<file path="src/rtl/bbs_pkg.sv">
// Shared types and constants for the mesh bounding box and sphere unit.
// No dependencies; imported by bbs_ctrl, bbs_dp, the top level and the testbench.
`default_nettype none
package bbs_pkg;

    localparam int DEF_MAX_VERTICES = 4096;
    localparam int DEF_COORD_WIDTH  = 32;

    localparam int HALF_W   = 31;
    localparam int RADIUS_W = 33;
    localparam int TOTAL_W  = 13;
    localparam int SQRT_STEPS = 32;
    localparam int STEP_W   = $clog2(SQRT_STEPS);

    localparam logic signed [31:0] COORD_MAX = 32'sh7FFF_FFFF;
    localparam logic signed [31:0] COORD_MIN = 32'sh8000_0000;
    localparam logic [63:0]        SQRT_BIT_INIT = 64'h4000_0000_0000_0000;

    // controller -> datapath
    typedef struct packed {
        logic load;       // vertex request taken this cycle
        logic calc;       // form half extents and center
        logic issue;      // read next stored vertex
        logic sqrt_init;  // load root unit with largest squared distance
        logic sqrt_step;  // one root digit
        logic emit;       // latch result, clear mesh state
    } bbs_cmd_t;

    // datapath -> controller
    typedef struct packed {
        logic scan_end;   // current read is the last stored vertex
        logic pipe_empty; // distance pipeline drained
        logic sqrt_last;  // final root digit this cycle
    } bbs_stat_t;

endpackage
`default_nettype wire

</file>
<file path="src/rtl/bbs_ctrl.sv">
// Sequencer for the bounding box and sphere unit.
// Depends on bbs_pkg.
`default_nettype none
module bbs_ctrl
    import bbs_pkg::*;
(
    input  wire logic      clk,
    input  wire logic      rst_n,
    input  wire logic      start,
    input  wire logic      is_last,
    input  wire bbs_stat_t stat,
    output bbs_cmd_t       cmd,
    output logic           busy,
    output logic           done
);

    typedef enum logic [2:0] {
        S_IDLE,
        S_CENTER,
        S_SCAN,
        S_DRAIN,
        S_SQRT,
        S_EMIT
    } state_t;

    state_t state_reg, state_next;
    logic   done_reg, done_next;

    always_comb
    begin
        cmd        = '0;
        state_next = state_reg;
        done_next  = 1'b0;
        unique case (state_reg)
            S_IDLE:
            begin
                cmd.load = start;
                if (start && is_last)
                begin
                    state_next = S_CENTER;
                end
            end
            S_CENTER:
            begin
                cmd.calc   = 1'b1;
                state_next = S_SCAN;
            end
            S_SCAN:
            begin
                cmd.issue = 1'b1;
                if (stat.scan_end)
                begin
                    state_next = S_DRAIN;
                end
            end
            S_DRAIN:
            begin
                if (stat.pipe_empty)
                begin
                    cmd.sqrt_init = 1'b1;
                    state_next    = S_SQRT;
                end
            end
            S_SQRT:
            begin
                cmd.sqrt_step = 1'b1;
                if (stat.sqrt_last)
                begin
                    state_next = S_EMIT;
                end
            end
            S_EMIT:
            begin
                cmd.emit   = 1'b1;
                done_next  = 1'b1;
                state_next = S_IDLE;
            end
            default:
            begin
                state_next = S_IDLE;
            end
        endcase
    end

    always_ff @(posedge clk or negedge rst_n)
    begin
        if (!rst_n)
        begin
            state_reg <= S_IDLE;
            done_reg  <= 1'b0;
        end
        else
        begin
            state_reg <= state_next;
            done_reg  <= done_next;
        end
    end

    assign busy = (state_reg != S_IDLE);
    assign done = done_reg;

endmodule
`default_nettype wire

</file>
<file path="config.mk">
export PLATFORM = sky130hd
export DESIGN_NAME = bbs_ctrl
export DESIGN_NICKNAME = d
export VERILOG_FILES = /design/src/rtl/bbs_pkg.sv /design/src/rtl/bbs_ctrl.sv
export SDC_FILE = /design/constraint.sdc
export NUM_CORES = 1
export LEC_CHECK = 0
export BUFFER_PORTS_ARGS = -buffer_cell sky130_fd_sc_hd__buf_2
export CAP_MARGIN = 20
export CORE_AREA = 10 10 47 49
export CTS_CLUSTER_DIAMETER = 100
export DETAILED_ROUTE_END_ITERATION = 10
export DIE_AREA = 0 0 57 59
export SYNTH_ARGS = -nofsm -noshare
export SYNTH_HDL_FRONTEND = slang
export SYNTH_SLANG_ARGS = --single-unit
</file>
<file path="constraint.sdc">
create_clock -name clk -period 3.03 [get_ports clk]
set_clock_uncertainty 0.1 [all_clocks]
set_input_delay 0.1515 -clock clk [delete_from_list [all_inputs] [get_ports clk]]
set_output_delay 0.1515 -clock clk [all_outputs]
set_load 0.02 [all_outputs]
</file>
Yosys cells after proc, flatten, opt, wreduce, memory -nomap -nowiden
Index checks and enable logic that the tools add are counted.
{"block": "word_totals", "register_bits": 4, "inputBits": 7, "output_inout_bits": 8}
{"block": "op_classes", "n_eq_ne": 9, "n_mux": 12, "n_reduce_logical": 4}
{"cell": "$pmux W3 S5", "count": 1}
{"cell": "$mux W3", "count": 4}
{"cell": "$ne A2 B2 Y1 const B", "count": 4}
{"cell": "$mux W1", "count": 7}
{"cell": "$eq A3 B2 Y1 const B", "count": 2}
{"cell": "$eq A3 B3 Y1 const B", "count": 2}
{"cell": "$reduce_and A4 Y1", "count": 1}
{"cell": "$eq A3 B1 Y1 const B", "count": 1}
{"cell": "$logic_not A3 Y1", "count": 1}
{"cell": "$reduce_bool A3 Y1", "count": 1}
{"cell": "$logic_and A1 B1 Y1", "count": 1}

Longest topological paths before layout
{"block": "logic_depth", "depth_word": 3, "depth_mapped": 3, "depth_no_buf": 3}

Least setup slack after synthesis
OpenSTA, ideal clock, no wires.
{"block": "synth_path", "path_kind": "register -> output", "startpoint": "register state_reg[2]", "endpoint": "output port cmd[5] (netlist name)", "t_arrival_ns": 1.241, "setup_slack_ns": 1.537, "path_stages_with_launch": 3, "path_buffers": 0, "path_cell_list": "dfrtp_1 or3_1 nor2_1"}
{"item": "from (decl)", "line_no": "bbs_ctrl.sv:26", "text": "state_t state_reg, state_next;"}
{"item": "from (signal assigned)", "line_no": "bbs_ctrl.sv:94", "text": "state_reg <= state_next;"}
{"item": "to (decl)", "line_no": "bbs_ctrl.sv:12", "text": "output bbs_cmd_t cmd,"}

==> impl_metrics.json <==
{
  "status": "complete, no violations",
  "tritoncts": "done",
  "cts-htree-levels": 1,
  "dieHeight_um": 59,
  "via_per_inst": 3.807,
  "timing.rr.end": "state_reg[2]$_DFFE_PN0P_",
  "worstPathArrival_ns": 1.32,
  "routed_wl_um": 630,
  "grt_max_degree": 9,
  "core_area_um2": 1401,
  "grt_usage": 0.04075,
  "ant_nets": 0,
  "clockBufferDepth": 2,
  "area_growth_pct": 50.00,
  "clockRootBuffer": "clkbuf_4",
  "path_max_fanout": 8,
  "drcViolationCount": 0,
  "synth_cell_types": 19,
  "r2r_start": "state_reg[1]$_DFFE_PN0P_",
  "numPortBuffers": 14,
  "overflow": 0,
  "grt_pass1_vias": 237,
  "critical_path_required_ns": 2.78,
  "fin_crit_ns": 1.568,
  "avgSynthCellArea_um2": 9.593,
  "post_drt_wl_per_cell_um": 11.05,
  "relSlewSlack": 0.8416,
  "final_hold_viol_count": 0,
  "cts.sinks": 4,
  "ios": 15,
  "core.rowCount": 14,
  "synth_seq_cells": 4,
  "nNetsFinal": 50,
  "start_kind": "flip-flop",
  "end_kind": "primary output",
  "fmax_mhz": 637.9,
  "grt_pass1_wl_um": 1021,
  "endpoint": "cmd[5]",
  "crit_type": "flip-flop to primary output",
  "die-area_um2": 3363,
  "die_w_um": 57,
  "place_congestion": 0.6128,
  "maxCapViolCount": 0,
  "post-route-util": 0.2464,
  "antenna_found_initial": 0,
  "syn_inst": 24,
  "rr_worst_depth": 3,
  "cellPowerDensity_nw_per_um2": 954.5,
  "ff2ff_setup_slack_ns": 1.81,
  "rsz0062_at_grt": "no",
  "initial_core_util": 0.1643,
  "syn_nets": 31,
  "ir_worst_vdd_uv": 219.7,
  "startpoint": "state_reg[2]$_DFFE_PN0P_",
  "whs_ns": 0.1489,
  "diodes": 0,
  "cts_buffers": 3,
  "dp_hpwl_um": 531.4,
  "setup_viol": 0,
  "ys_seq_area_frac": 0.4348,
  "period_share": 0.5174,
  "worstMarginPinSlew_ns": 0.2376,
  "setup_tns_ns": 0,
  "drt_iter0_drc": 3,
  "largest_reg_flops": 3,
  "drive_gt1_frac": 0.4878,
  "num_vias": 217,
  "holdCritPathClass": "input port to async pin",
  "finalPower_w": 0.0003296,
  "p_leak_nw": 0.1989,
  "drtPass1Iterations": 4,
  "clk_pin_slew_ns": 0.04,
  "ys_warn_count": 0,
  "syn_area_um2": 230.2,
  "clock_latency_ns": 0.23,
  "drv_slew": 0
}
## cell usage after synthesis
library cell  instances  area (µm²)
or2_1                 1       6.260
nand2_1               2       7.510
nor3_1                1       5.000
and2b_1               1       7.510
and3_1                1       6.260
nor2_2                1       6.260
nor2_1                1       3.750
or3_1                 1       6.260
inv_1                 2       7.510
nor3b_1               1       7.510
and3_4                1       11.26
dfrtp_1               4       100.1
buf_4                 1       7.510
mux2i_1               1       10.01
a22o_1                1       8.760
and2_1                1       6.260
and3b_1               1       8.760
o21ai_0               1       5.000
nor2b_2               1       8.760
## per-layer routing
| layer | track usage | up-vias | share of wire |
|---|---|---|---|
| met5 | 0 | - | 0 |
| met4 | 0.05034 | 0 | 0 |
| met3 | 0.02575 | 0 | 0.095 |
| met2 | 0.05271 | 9 | 0.45 |
| met1 | 0.03952 | 94 | 0.45 |
| li1 | - | 114 | - |
## power by group
| group | total [W] | switching [W] | internal [W] |
|---|---|---|---|
| combinational | 0.000160 | 0.0000880 | 0.0000717 |
| clock | 0.0000648 | 0.0000206 | 0.0000442 |
| sequential | 0.000105 | 0.0000321 | 0.0000730 |
| total | 0.000330 | 0.000141 | 0.000189 |
## critical path, stage by stage, from the launching register on
cell,delay (ns)
dfrtp_1,0.43
or3_1,0.40
nor2_1,0.09
buf_2,0.17
## cells in the final DEF, fill, tap and decap left out
master          n
buf_2          14
dfrtp_1         4
clkbuf_4        3
inv_1           2
nand2_1         2
nor2b_2         1
and2b_1         1
nor3b_1         1
nor2_2          1
and2_1          1
or3_1           1
and3_4          1
nor2_1          1
and3b_1         1
or2_1           1
and3_1          1
nor3_1          1
o21ai_0         1
mux2i_1         1
a22o_1          1
dlygate4sd3_1   1
## cell type report
cell class                      count  area [µm²]
Clock buffer                        3       22.52
Fill cell                         171        1056
Inverter                            2       7.507
Multi-Input combinational cell     17       115.1
Sequential cell                     4       100.1
Tap cell                           16       20.02
Timing Repair Buffer               15       80.08
## worst min path at each step
stage                      from             end  slack, ns  depth (start not counted)
after global routing      rst_n  done$_DFF_PN0_       0.15                          2
after floorplan           rst_n  done$_DFF_PN0_      -0.24                          0
after detailed placement  rst_n  done$_DFF_PN0_      -0.14                          1
after CTS                 rst_n  done$_DFF_PN0_       0.14                          2
final                     rst_n  done$_DFF_PN0_       0.15                          2
after global placement    rst_n  done$_DFF_PN0_      -0.14                          1
## cell families after synthesis
kind of cell,share of synthesized area
AND/OR/NAND/NOR,0.3968
flip-flops,0.4348
AO/OA/AOI/OAI,0.05977
multiplexers,0.04348
buffers and inverters,0.06524
## per-stage QoR
stage | instance area [µm²] | setup WS, ns | instances
after global placement | 312.8 | 1.716 | 53
after floorplan | 230.2 | 1.537 | 24
after CTS | 345.3 | 1.442 | 57
after detailed placement | 312.8 | 1.694 | 53
after global routing | 345.3 | 1.353 | 57
final | 345.3 | 1.462 | 57
## timing repair
item,CTS,global route
resized for setup,0,0
endpoints found under the hold margin,4,0
setup endpoints to repair,0,0
hold buffers,1,0
setup buffers,0,0
Power figures use the tool's default switching activity.
